<file path="config.mk">
export PLATFORM = sky130hd
export DESIGN_NAME = hsv_to_rgb_converter
export DESIGN_NICKNAME = d
export VERILOG_FILES = /design/src/sv/hsv_pkg.sv /design/src/sv/hsv_to_rgb_converter.sv /design/src/sv/hsv_front.sv /design/src/sv/hsv_queue.sv /design/src/sv/hsv_back.sv
export SDC_FILE = /design/constraint.sdc
export NUM_CORES = 2
export LEC_CHECK = 0
export BUFFER_PORTS_ARGS = -buffer_cell sky130_fd_sc_hd__buf_2
export CAP_MARGIN = 40
export CORE_ASPECT_RATIO = 0.75
export CORE_MARGIN = 1.5
export CORE_UTILIZATION = 55
export DETAILED_ROUTE_END_ITERATION = 16
export GPL_ROUTABILITY_DRIVEN = 0
export GPL_TIMING_DRIVEN = 0
export PLACE_DENSITY = 0.71
export SYNTH_ARGS = -nofsm -noshare
export SYNTH_HDL_FRONTEND = slang
export SYNTH_HIERARCHICAL = 1
export SYNTH_SLANG_ARGS = --single-unit
</file>
<file path="constraint.sdc">
create_clock -name clk -period 23.8 [get_ports clk]
set_clock_uncertainty 0.05 [all_clocks]
set_input_delay 0 -clock clk [delete_from_list [all_inputs] [get_ports clk]]
set_output_delay 0 -clock clk [all_outputs]
set_load 0.1 [all_outputs]
</file>
<file path="src/sv/hsv_pkg.sv">
// Shared types and constants of the HSV to RGB converter.
package hsv_pkg;

  // Field widths
  localparam int HUE_W   = 13;
  localparam int CH_W    = 8;
  localparam int SECT_W  = 3;
  localparam int OFS_W   = 10;
  localparam int PROD_W  = 18;
  localparam int NUM_W   = 26;
  localparam int RECIP_W = 17;
  localparam int PR_W    = NUM_W + RECIP_W;

  // Stream packing
  localparam int IN_TDATA_W  = 32;
  localparam int OUT_TDATA_W = 24;

  // Hue scale: sixteenths of a degree, 60 degrees per sector
  localparam logic [HUE_W-1:0]  HUE_FULL   = 13'd5760;
  localparam logic [OFS_W-1:0]  HUE_SECTOR = 10'd960;

  // Common denominator 255 * 960 and its reciprocal scaled by 2^34
  localparam logic [PROD_W-1:0]  FIX_DEN     = 18'd244800;
  localparam logic [RECIP_W-1:0] RECIP       = 17'd70179;
  localparam int                 RECIP_SHIFT = 34;

  // Queue between front and back
  localparam int QUEUE_DEPTH = 4;
  localparam int QPTR_W      = 2;
  localparam int QCNT_W      = 3;

  // Sector codes
  localparam logic [SECT_W-1:0] SECT_0 = 3'd0;
  localparam logic [SECT_W-1:0] SECT_1 = 3'd1;
  localparam logic [SECT_W-1:0] SECT_2 = 3'd2;
  localparam logic [SECT_W-1:0] SECT_3 = 3'd3;
  localparam logic [SECT_W-1:0] SECT_4 = 3'd4;
  localparam logic [SECT_W-1:0] SECT_5 = 3'd5;

  // Component lanes in the back end
  localparam int LANES  = 3;
  localparam int LANE_P = 0;
  localparam int LANE_Q = 1;
  localparam int LANE_T = 2;

  // Classified pixel as it travels through the queue
  typedef struct packed {
    logic [SECT_W-1:0] sector;
    logic [OFS_W-1:0]  offset;
    logic [CH_W-1:0]   sat;
    logic [CH_W-1:0]   val;
  } hsv_item_t;

endpackage

</file>
<file path="src/sv/hsv_to_rgb_converter.sv">
// Top level of the HSV to RGB pixel converter.
//
// Input stream s_*: one HSV pixel per beat. Output stream m_*: one RGB pixel
// per input beat, in the same order. Hue is in sixteenths of a degree (values
// above 5760 clamp to 5760), saturation and value are 8-bit fractions.
//
// Throughput: one pixel per clock when nothing stalls. An accepted pixel passes
// through the front queue, then through the multiply, reciprocal divide and
// sector select stages before m_tvalid rises.
//
// The front end classifies hue into sector and offset and writes a four-entry
// queue; s_tready drops only when that queue is full. The back-end pipeline
// moves as a whole and freezes while m_tvalid is high and m_tready is low, so
// a stalled beat holds steady; the queue keeps taking pixels meanwhile.
//
// Reset (rst, synchronous) empties the queue and clears all valid flags.
module hsv_to_rgb_converter (
  input  logic                            clk,
  input  logic                            rst,
  input  logic                            s_tvalid,
  output logic                            s_tready,
  // [12:0] hue, [20:13] saturation, [28:21] brightness, [31:29] zero
  input  logic [hsv_pkg::IN_TDATA_W-1:0]  s_tdata,
  output logic                            m_tvalid,
  input  logic                            m_tready,
  // [7:0] red, [15:8] green, [23:16] blue
  output logic [hsv_pkg::OUT_TDATA_W-1:0] m_tdata
);

  hsv_pkg::hsv_item_t       front_item;
  hsv_pkg::hsv_item_t       queue_item;
  logic                     queue_valid;
  logic                     back_ready;
  logic [hsv_pkg::CH_W-1:0] red;
  logic [hsv_pkg::CH_W-1:0] green;
  logic [hsv_pkg::CH_W-1:0] blue;

  // Classify
  hsv_front u_front (
    .hue        (s_tdata[12:0]),
    .saturation (s_tdata[20:13]),
    .brightness (s_tdata[28:21]),
    .item       (front_item)
  );

  // Decoupling queue
  hsv_queue u_queue (
    .clk       (clk),
    .rst       (rst),
    .in_valid  (s_tvalid),
    .in_ready  (s_tready),
    .in_item   (front_item),
    .out_valid (queue_valid),
    .out_ready (back_ready),
    .out_item  (queue_item)
  );

  // Arithmetic and output register
  hsv_back u_back (
    .clk       (clk),
    .rst       (rst),
    .in_valid  (queue_valid),
    .in_ready  (back_ready),
    .in_item   (queue_item),
    .out_valid (m_tvalid),
    .out_ready (m_tready),
    .red       (red),
    .green     (green),
    .blue      (blue)
  );

  assign m_tdata = {blue, green, red};

endmodule

</file>
<file path="src/sv/hsv_front.sv">
// Front end: clamps hue and splits it into sector and offset within the sector.
module hsv_front (
  input  logic [hsv_pkg::HUE_W-1:0] hue,
  input  logic [hsv_pkg::CH_W-1:0]  saturation,
  input  logic [hsv_pkg::CH_W-1:0]  brightness,
  output hsv_pkg::hsv_item_t        item
);

  logic [hsv_pkg::SECT_W-1:0] sector;
  logic [hsv_pkg::HUE_W-1:0]  base;

  // Sector by threshold compare; full circle and beyond fold to sector 0
  always_comb begin
    if (hue >= hsv_pkg::HUE_FULL) begin
      sector = hsv_pkg::SECT_0;
      base   = hue;
    end else if (hue >= hsv_pkg::HUE_W'(5 * hsv_pkg::HUE_SECTOR)) begin
      sector = hsv_pkg::SECT_5;
      base   = hsv_pkg::HUE_W'(5 * hsv_pkg::HUE_SECTOR);
    end else if (hue >= hsv_pkg::HUE_W'(4 * hsv_pkg::HUE_SECTOR)) begin
      sector = hsv_pkg::SECT_4;
      base   = hsv_pkg::HUE_W'(4 * hsv_pkg::HUE_SECTOR);
    end else if (hue >= hsv_pkg::HUE_W'(3 * hsv_pkg::HUE_SECTOR)) begin
      sector = hsv_pkg::SECT_3;
      base   = hsv_pkg::HUE_W'(3 * hsv_pkg::HUE_SECTOR);
    end else if (hue >= hsv_pkg::HUE_W'(2 * hsv_pkg::HUE_SECTOR)) begin
      sector = hsv_pkg::SECT_2;
      base   = hsv_pkg::HUE_W'(2 * hsv_pkg::HUE_SECTOR);
    end else if (hue >= hsv_pkg::HUE_W'(hsv_pkg::HUE_SECTOR)) begin
      sector = hsv_pkg::SECT_1;
      base   = hsv_pkg::HUE_W'(hsv_pkg::HUE_SECTOR);
    end else begin
      sector = hsv_pkg::SECT_0;
      base   = '0;
    end
  end

  // Pack the classified pixel
  always_comb begin
    item.sector = sector;
    item.offset = hsv_pkg::OFS_W'(hue - base);
    item.sat    = saturation;
    item.val    = brightness;
  end

endmodule

</file>
<file path="src/sv/hsv_queue.sv">
// Short FIFO that decouples the front end from the arithmetic back end.
module hsv_queue (
  input  logic               clk,
  input  logic               rst,
  input  logic               in_valid,
  output logic               in_ready,
  input  hsv_pkg::hsv_item_t in_item,
  output logic               out_valid,
  input  logic               out_ready,
  output hsv_pkg::hsv_item_t out_item
);

  hsv_pkg::hsv_item_t         slots [hsv_pkg::QUEUE_DEPTH];
  logic [hsv_pkg::QPTR_W-1:0] wr_ptr;
  logic [hsv_pkg::QPTR_W-1:0] rd_ptr;
  logic [hsv_pkg::QCNT_W-1:0] count;
  logic                       push;
  logic                       pop;

  assign in_ready  = (count != hsv_pkg::QCNT_W'(hsv_pkg::QUEUE_DEPTH));
  assign out_valid = (count != '0);
  assign push      = in_valid && in_ready;
  assign pop       = out_valid && out_ready;
  assign out_item  = slots[rd_ptr];

  // Pointers and fill level
  always_ff @(posedge clk) begin
    if (rst) begin
      wr_ptr <= '0;
      rd_ptr <= '0;
      count  <= '0;
    end else begin
      if (push) wr_ptr <= wr_ptr + 1'b1;
      if (pop)  rd_ptr <= rd_ptr + 1'b1;
      case ({push, pop})
        2'b10:   count <= count + 1'b1;
        2'b01:   count <= count - 1'b1;
        default: count <= count;
      endcase
    end
  end

  // Storage
  always_ff @(posedge clk) begin
    if (push) slots[wr_ptr] <= in_item;
  end

`ifndef SYNTHESIS
  a_count_bound: assert property (@(posedge clk) disable iff (rst)
    count <= hsv_pkg::QCNT_W'(hsv_pkg::QUEUE_DEPTH))
    else $error("queue fill level above depth");
  a_ptr_gap: assert property (@(posedge clk) disable iff (rst)
    hsv_pkg::QPTR_W'(wr_ptr - rd_ptr) == hsv_pkg::QPTR_W'(count))
    else $error("queue pointers disagree with fill level");
  a_full_stays: assert property (@(posedge clk) disable iff (rst)
    (!in_ready && !pop) |=> !in_ready)
    else $error("full queue drained without a read");
`endif

endmodule

</file>
<file path="src/sv/hsv_back.sv">
// Back end: five-stage pipeline forming p, q, t and selecting RGB by sector.
module hsv_back (
  input  logic                     clk,
  input  logic                     rst,
  input  logic                     in_valid,
  output logic                     in_ready,
  input  hsv_pkg::hsv_item_t       in_item,
  output logic                     out_valid,
  input  logic                     out_ready,
  output logic [hsv_pkg::CH_W-1:0] red,
  output logic [hsv_pkg::CH_W-1:0] green,
  output logic [hsv_pkg::CH_W-1:0] blue
);

  logic en;
  logic v1, v2, v3, v4;

  logic [hsv_pkg::SECT_W-1:0] sector1, sector2, sector3, sector4;
  logic [hsv_pkg::CH_W-1:0]   val1, val2, val3, val4;

  logic [hsv_pkg::PROD_W-1:0] sk  [hsv_pkg::LANES];
  logic [hsv_pkg::NUM_W-1:0]  x2  [hsv_pkg::LANES];
  logic [hsv_pkg::NUM_W-1:0]  x3  [hsv_pkg::LANES];
  logic [hsv_pkg::NUM_W-1:0]  x4  [hsv_pkg::LANES];
  logic [hsv_pkg::PR_W-1:0]   pr  [hsv_pkg::LANES];
  logic [hsv_pkg::CH_W-1:0]   qe  [hsv_pkg::LANES];
  logic [hsv_pkg::NUM_W-1:0]  fq  [hsv_pkg::LANES];
  logic [hsv_pkg::NUM_W-1:0]  diff [hsv_pkg::LANES];
  logic [hsv_pkg::CH_W-1:0]   comp [hsv_pkg::LANES];

  // Whole pipeline advances unless the output beat is stalled
  assign en       = !out_valid || out_ready;
  assign in_ready = en;

  // Valid chain
  always_ff @(posedge clk) begin
    if (rst) begin
      v1        <= 1'b0;
      v2        <= 1'b0;
      v3        <= 1'b0;
      v4        <= 1'b0;
      out_valid <= 1'b0;
    end else if (en) begin
      v1        <= in_valid;
      v2        <= v1;
      v3        <= v2;
      v4        <= v3;
      out_valid <= v4;
    end
  end

  // Sector and value ride along
  always_ff @(posedge clk) begin
    if (en) begin
      sector1 <= in_item.sector;
      sector2 <= sector1;
      sector3 <= sector2;
      sector4 <= sector3;
      val1    <= in_item.val;
      val2    <= val1;
      val3    <= val2;
      val4    <= val3;
    end
  end

  // Stage 1: saturation times the k of each component
  always_ff @(posedge clk) begin
    if (en) begin
      sk[hsv_pkg::LANE_P] <= hsv_pkg::PROD_W'(in_item.sat) *
                             hsv_pkg::PROD_W'(hsv_pkg::HUE_SECTOR);
      sk[hsv_pkg::LANE_Q] <= hsv_pkg::PROD_W'(in_item.sat) *
                             hsv_pkg::PROD_W'(in_item.offset);
      sk[hsv_pkg::LANE_T] <= hsv_pkg::PROD_W'(in_item.sat) *
                             hsv_pkg::PROD_W'(hsv_pkg::HUE_SECTOR - in_item.offset);
    end
  end

  // Stages 2 to 4: numerator, reciprocal product, quotient estimate back-multiplied
  always_ff @(posedge clk) begin
    if (en) begin
      for (int l = 0; l < hsv_pkg::LANES; l++) begin
        x2[l] <= hsv_pkg::NUM_W'(val1) * hsv_pkg::NUM_W'(hsv_pkg::FIX_DEN - sk[l]);
        x3[l] <= x2[l];
        pr[l] <= hsv_pkg::PR_W'(x2[l]) * hsv_pkg::PR_W'(hsv_pkg::RECIP);
        x4[l] <= x3[l];
        qe[l] <= pr[l][hsv_pkg::RECIP_SHIFT +: hsv_pkg::CH_W];
        fq[l] <= hsv_pkg::NUM_W'(pr[l][hsv_pkg::RECIP_SHIFT +: hsv_pkg::CH_W]) *
                 hsv_pkg::NUM_W'(hsv_pkg::FIX_DEN);
      end
    end
  end

  // Stage 5: the estimate is low by at most one; correct it
  always_comb begin
    for (int l = 0; l < hsv_pkg::LANES; l++) begin
      diff[l] = x4[l] - fq[l];
      comp[l] = qe[l] + hsv_pkg::CH_W'(diff[l] >= hsv_pkg::NUM_W'(hsv_pkg::FIX_DEN));
    end
  end

  // Component select by sector into the output register
  always_ff @(posedge clk) begin
    if (en) begin
      unique case (sector4)
        hsv_pkg::SECT_0: begin
          red   <= val4;
          green <= comp[hsv_pkg::LANE_T];
          blue  <= comp[hsv_pkg::LANE_P];
        end
        hsv_pkg::SECT_1: begin
          red   <= comp[hsv_pkg::LANE_Q];
          green <= val4;
          blue  <= comp[hsv_pkg::LANE_P];
        end
        hsv_pkg::SECT_2: begin
          red   <= comp[hsv_pkg::LANE_P];
          green <= val4;
          blue  <= comp[hsv_pkg::LANE_T];
        end
        hsv_pkg::SECT_3: begin
          red   <= comp[hsv_pkg::LANE_P];
          green <= comp[hsv_pkg::LANE_Q];
          blue  <= val4;
        end
        hsv_pkg::SECT_4: begin
          red   <= comp[hsv_pkg::LANE_T];
          green <= comp[hsv_pkg::LANE_P];
          blue  <= val4;
        end
        default: begin
          red   <= val4;
          green <= comp[hsv_pkg::LANE_P];
          blue  <= comp[hsv_pkg::LANE_Q];
        end
      endcase
    end
  end

`ifndef SYNTHESIS
  a_est_range: assert property (@(posedge clk) disable iff (rst)
    v3 |-> (pr[hsv_pkg::LANE_P][hsv_pkg::PR_W-1] == 1'b0 &&
            pr[hsv_pkg::LANE_Q][hsv_pkg::PR_W-1] == 1'b0 &&
            pr[hsv_pkg::LANE_T][hsv_pkg::PR_W-1] == 1'b0))
    else $error("quotient estimate above 8 bits");
  a_corr_range: assert property (@(posedge clk) disable iff (rst)
    v4 |-> (diff[hsv_pkg::LANE_P] < hsv_pkg::NUM_W'(2 * hsv_pkg::FIX_DEN) &&
            diff[hsv_pkg::LANE_Q] < hsv_pkg::NUM_W'(2 * hsv_pkg::FIX_DEN) &&
            diff[hsv_pkg::LANE_T] < hsv_pkg::NUM_W'(2 * hsv_pkg::FIX_DEN)))
    else $error("quotient estimate off by more than one");
`endif

endmodule
</file>
# Word-level counts from Yosys, hierarchy flattened
# Memory sizes are Yosys's and may differ from the RTL's. A register that Yosys moved wholly into a read port is not among the register bits.
# Cells that the tools add are included.
[totals]
output_inout_bits = 26
n_memories = 8
word_cells = 103
ff_bits = 80
input_bits = 36
ramBits = 617
[op_classes]
eq_ne = 7
n_reduce_logical = 11
mux = 22
n_mul = 12
n_addsub = 15
n_lt_le_gt_ge = 9
[memory_table]
columns = ["name", "depth", "word_bits", "rd", "rd_clocked_by_memory_dff", "wr", "line_no", "text"]
rows = [
  ["u_back.pr", 3, 43, 3, 0, 3, "hsv_back.sv:25", "logic [hsv_pkg::PR_W-1:0] pr [hsv_pkg::LANES];"],
  ["u_queue.slots", 4, 29, 1, 1, 1, "hsv_queue.sv:13", "hsv_pkg::hsv_item_t slots [hsv_pkg::QUEUE_DEPTH];"],
  ["u_back.x2", 3, 26, 3, 0, 3, "hsv_back.sv:22", "logic [hsv_pkg::NUM_W-1:0] x2 [hsv_pkg::LANES];"],
  ["u_back.x3", 3, 26, 3, 0, 3, "hsv_back.sv:23", "logic [hsv_pkg::NUM_W-1:0] x3 [hsv_pkg::LANES];"],
  ["u_back.x4", 3, 26, 3, 0, 3, "hsv_back.sv:24", "logic [hsv_pkg::NUM_W-1:0] x4 [hsv_pkg::LANES];"],
  ["u_back.fq", 3, 20, 3, 0, 3, "hsv_back.sv:27", "logic [hsv_pkg::NUM_W-1:0] fq [hsv_pkg::LANES];"],
  ["2 more memories", "n/a", "n/a", "n/a", "n/a", "n/a", "n/a", ""],
]
[op_table]
columns = ["op", "n"]
rows = [
  ["26-bit by 17-bit multiplier with 43-bit output, second input constant", 3],
  ["26-bit by 18-bit >= comparator with 1-bit output, second input constant", 3],
  ["8-bit by 26-bit multiplier with 26-bit output", 3],
  ["26-bit subtractor", 3],
  ["8-bit case mux with 3 select lines", 3],
  ["8-bit by 12-bit multiplier with 20-bit output, second input constant", 3],
  ["10-bit 2-to-1 mux", 6],
  ["18-bit by 18-bit subtractor with 19-bit output, first input constant", 3],
  ["13-bit by 12-bit >= comparator with 1-bit output, second input constant", 2],
  ["13-bit >= comparator, second input constant", 2],
  ["8-bit by 1-bit adder with 8-bit output", 3],
  ["8-bit by 10-bit multiplier with 18-bit output", 1],
  ["8-bit by 18-bit multiplier with 18-bit output", 1],
  ["3-bit 2-to-1 mux", 5],
  ["13-bit by 10-bit >= comparator with 1-bit output, second input constant", 1],
  ["13-bit by 11-bit >= comparator with 1-bit output, second input constant", 1],
  ["8-bit by 4-bit multiplier with 12-bit output, second input constant", 1],
  ["10-bit by 10-bit subtractor with 11-bit output, first input constant", 1],
  ["10-bit subtractor", 1],
  ["2-bit OR reduction", 4],
  ["3-bit by 2-bit == test with 1-bit output, second input constant", 2],
  ["3-bit case mux with 2 select lines", 1],
  ["1-bit 2-to-1 mux", 5],
  ["2-bit by 1-bit adder with 2-bit output, second input constant", 2],
  ["other kinds (14)", 16],
]

# Depth between registers and ports, before layout
[depth]
depth_word = 8
ltp_mapped = 26
mapped_depth_nobuf = 26

# Hierarchy
# Netlist, hierarchy kept.
[modules_own_cells]
columns = ["mod", "area_per_inst_um2", "seq_area_each_um2", "n_inst", "cells_per_inst"]
rows = [
  ["hsv_back", 54428.5, 12171.7, 1, 5332],
  ["hsv_queue", 4669.5, 3663.5, 1, 203],
  ["hsv_front", 603.1, 0.0, 1, 86],
]

# Least setup slack after synthesis
# OpenSTA, ideal clock, no wires.
[synth_timing]
path_type = "register -> register"
start = "reg u_back.out_valid"
end = "reg (tool-made name)"
t_arrival_ps = 14552
required_time_ps = 23675
path_buffers = 1
path_stages_with_launch = 6
synth_period_minus_slack_ps = 14677
setup_time_ps = 75
path_slack_ps = 9123
cell_sequence = "dfxtp_1 > nand2b_1 > clkbuf_1 > o311ai_0 > xor2_1 > nor2_1"
[synth_rtl]
columns = ["element", "line_no", "text"]
rows = [
  ["from (decl)", "hsv_back.sv:8", "output logic out_valid,"],
  ["from (signal assigned)", "hsv_back.sv:48", "out_valid <= v4;"],
]

==> key figures <==
Status
  – Outcome: completed

Floorplanning
  – Starting Density: 55.54%
  – Io pins: 62
  – Chip Height: 288.3 um
  – Cell Rows: approximately 100
  – Die Wd: 383.4 um
  – CORE AREA: ~110000 um2
  – Die area: 110600 um2

Placement
  – IO buf count: 40
  – Post-DP HPWL: 100700 um

Job
  – Max Cap Violations: 0

Synthesis
  – Synth cell types: 94
  – Synth Instances: ~5600
  – Synth top area share: 26.05%
  – Area leader, netlist: edfxtp_1
  – Async S/R FF share, synth: 0%
  – Number of synthesized flops with an enable pin: 518
  – Prevailing post-synth register cell: edfxtp_1
  – Post-Syn Nets: about 7300
  – Mean Syn Cell Area: between 10 and 15 um2
  – Synth area leaders: edfxtp_1, fa_1, ha_1, inv_1, xnor2_1
  – Synthesized flop and latch total: roughly 530
  – Mapped Area: 59700 um2
  – Ys Warns: 6
  – Sequential share of the synthesized area: roughly a quarter

Final layout
  – Layout area overhead: 7.526%
  – Most frequent cells in the layout: inv_1, ha_1, fa_1
  – Layout cell share with drive strength beyond 1: about 4.2%
  – Most common cell after layout, fill and taps aside: inv_1
  – NumNets Final: 7415

Critical path
  – Kind of start point of the critical path: register
  – Setup crit end kind: register
  – Crit path DAT: between 8 and 9 ns
  – Critical path class: register to register
  – Req. time, crit path: approximately 24 ns
  – Crit-path max FO: 8

STA
  – F_max: between 0.1 and 0.15 GHz
  – Min Tclk post-route: between 7 and 8 ns
  – Final Setup Violations: 0
  – Final Hold Fails: 0
  – Slew @ Worst Pin: 0.9154 ns
  – Setup TNS: 0 ns
  – RSZ-0062 raised after global routing: no
  – Slew Limit Fails: 0
  – Period utilization: approximately a third
  – Slew headroom: 38.54%

Detailed routing
  – Drt wl/cell: roughly 17 um
  – Routed Wire Length: 123900 um
  – Initial DRC count: 2507
  – Drt pass-1 iters: 8
  – Residual DRC: 0
  – Post-DR vias/cell: 5.331
  – Antenna-violating nets left: 0
  – Vias post-DR: between 30000 and 40000

Global route
  – Initial antenna violation count: 4
  – Global-route wire length before repair: just over 200000 um
  – Grt ovf: 0
  – Via count of the first global-routing pass: 40040
  – Largest net degree at the start of global routing: 69
  – Total GRT Usage: between 20% and 30%

Hold path
  – Worst min path class: input port to register

Clock network
  – CTS clk-pin slew, worst paths: 0.06 ns
  – Clock tree sinks: 532
  – Hold-fix buffers, CTS: 34
  – CTS tree: built
  – Post-CTS sizing: 0
  – Root Buffer: clkbuf_16
  – H-Tree Depth: 2
  – Cts bufs inserted: 56
  – Post-CTS Repair Setup Buffers: 0
  – Worst skew pair latency: 0.65 ns
  – Clock Path Buffers: 3
through the flow:
step                hold WS [ns]  util (%)  std cells  setup slack, ns  area [um2]
floorplan                0.01907         -       5621            9.123       59700
global placement          0.1518     57.40       7092            4.156       61690
detailed placement        0.1535     57.68       7105            16.15       61990
CTS                      0.01346     59.72       7240            16.13       64190
global route             0.03535     59.72       7240            15.65       64190
finish                   0.05371     59.72       7242            16.07       64190
cell type report:
class | count | area, um2
Clock buffer | 63 | 1428
Timing Repair Buffer | 87 | 837.1
Inverter | 1300 | 4880
Clock inverter | 38 | 426.7
Tap cell | 1431 | 1790
Antenna cell | 2 | 5.005
Buffer | 108 | 514.2
Multi-Input combinational cell | 3681 | 38480
Fill cell | 8874 | 43290
Sequential cell | 532 | 15840
synthesized netlist by cell type (all sizes together), types with 10 or more instances:
cell type / number
or3: 17
clkbuf: 80
mux2i: 26
nand2: 401
nor2: 185
edfxtp: 518
inv: 1300
mux2: 10
nand2b: 30
xnor2: 199
nand3: 64
o21ai: 107
ha: 890
a21o: 40
o21bai: 18
o21a: 22
a31oi: 26
a21boi: 13
nor3: 56
fa: 723
buf: 28
o41ai: 10
xor2: 82
a211o: 13
and3: 22
mux4: 29
dfxtp: 14
nand4: 20
o31ai: 14
a21oi: 177
and2: 276
nor2b: 41
o211ai: 14
or2: 16
a211oi: 31
cells by family (layout without fill, tap and decap cells):
family	Yosys count	after routing	synth area share (%)
flops	532	532	26.52
compound gates	556	556	6.051
fa+ha+maj	1614	1614	42.91
mux	65	65	1.725
simple gates	1164	1164	9.618
other cells	1	3	0.006281
xor+xnor	281	281	4.135
buf+inv	1408	1596	9.029
final timing paths:
path	depth (start not counted)	to	slack (ns)	startpoint
max	23	u_back/x2[0][51]	16.07	u_back/sk[0][30]
max reg2reg	23	u_back/x2[0][51]	16.07	u_back/sk[0][30]
min	2	u_queue/slots[1][1]	0.05	s_tdata[22]
min reg2reg	0	u_back/x4[0][14]	0.32	u_back/x3[0][14]
sequential cells by signal, indices dropped and copies added (netlist names), 12 cells and up, named ones only:
register / count
u_queue/slots: 116
u_back/x4: 60
u_back/qe: 12
u_back/x3: 60
u_back/sk: 47
u_back/x2: 71
u_back/pr: 24
u_back/fq: 60
worst max-delay path: stages, from the launching register on:
cell,delay (ns)
edfxtp_1,0.38
inv_1,0.15
ha_1,0.21
nand2_1,0.10
or3_4,0.35
a2111o_1,0.47
xnor2_1,0.66
nand2_1,0.18
fa_1,0.56
inv_1,0.05
fa_1,0.48
fa_1,0.49
inv_1,0.05
fa_1,0.52
inv_1,0.04
ha_1,0.36
a21oi_1,0.36
o211ai_1,0.16
a31oi_1,0.33
o31ai_1,0.20
a2111oi_0,0.68
o21bai_1,0.19
a21oi_1,0.25
xnor2_1,0.15
layer usage:
| layer | global-route usage [%] | part of all wire, % | vias up |
|---|---|---|---|
| li1 | - | - | 18479 |
| met1 | 33.78 | 47 | 19141 |
| met2 | 37.19 | 45 | 836 |
| met3 | 3.505 | 6.0 | 149 |
| met4 | 4.318 | 1.7 | 4 |
| met5 | 0 | 0.019 | - |
Power is not shown: default switching activity piles up to over one toggle a cycle in this logic, so the estimate is an artifact.
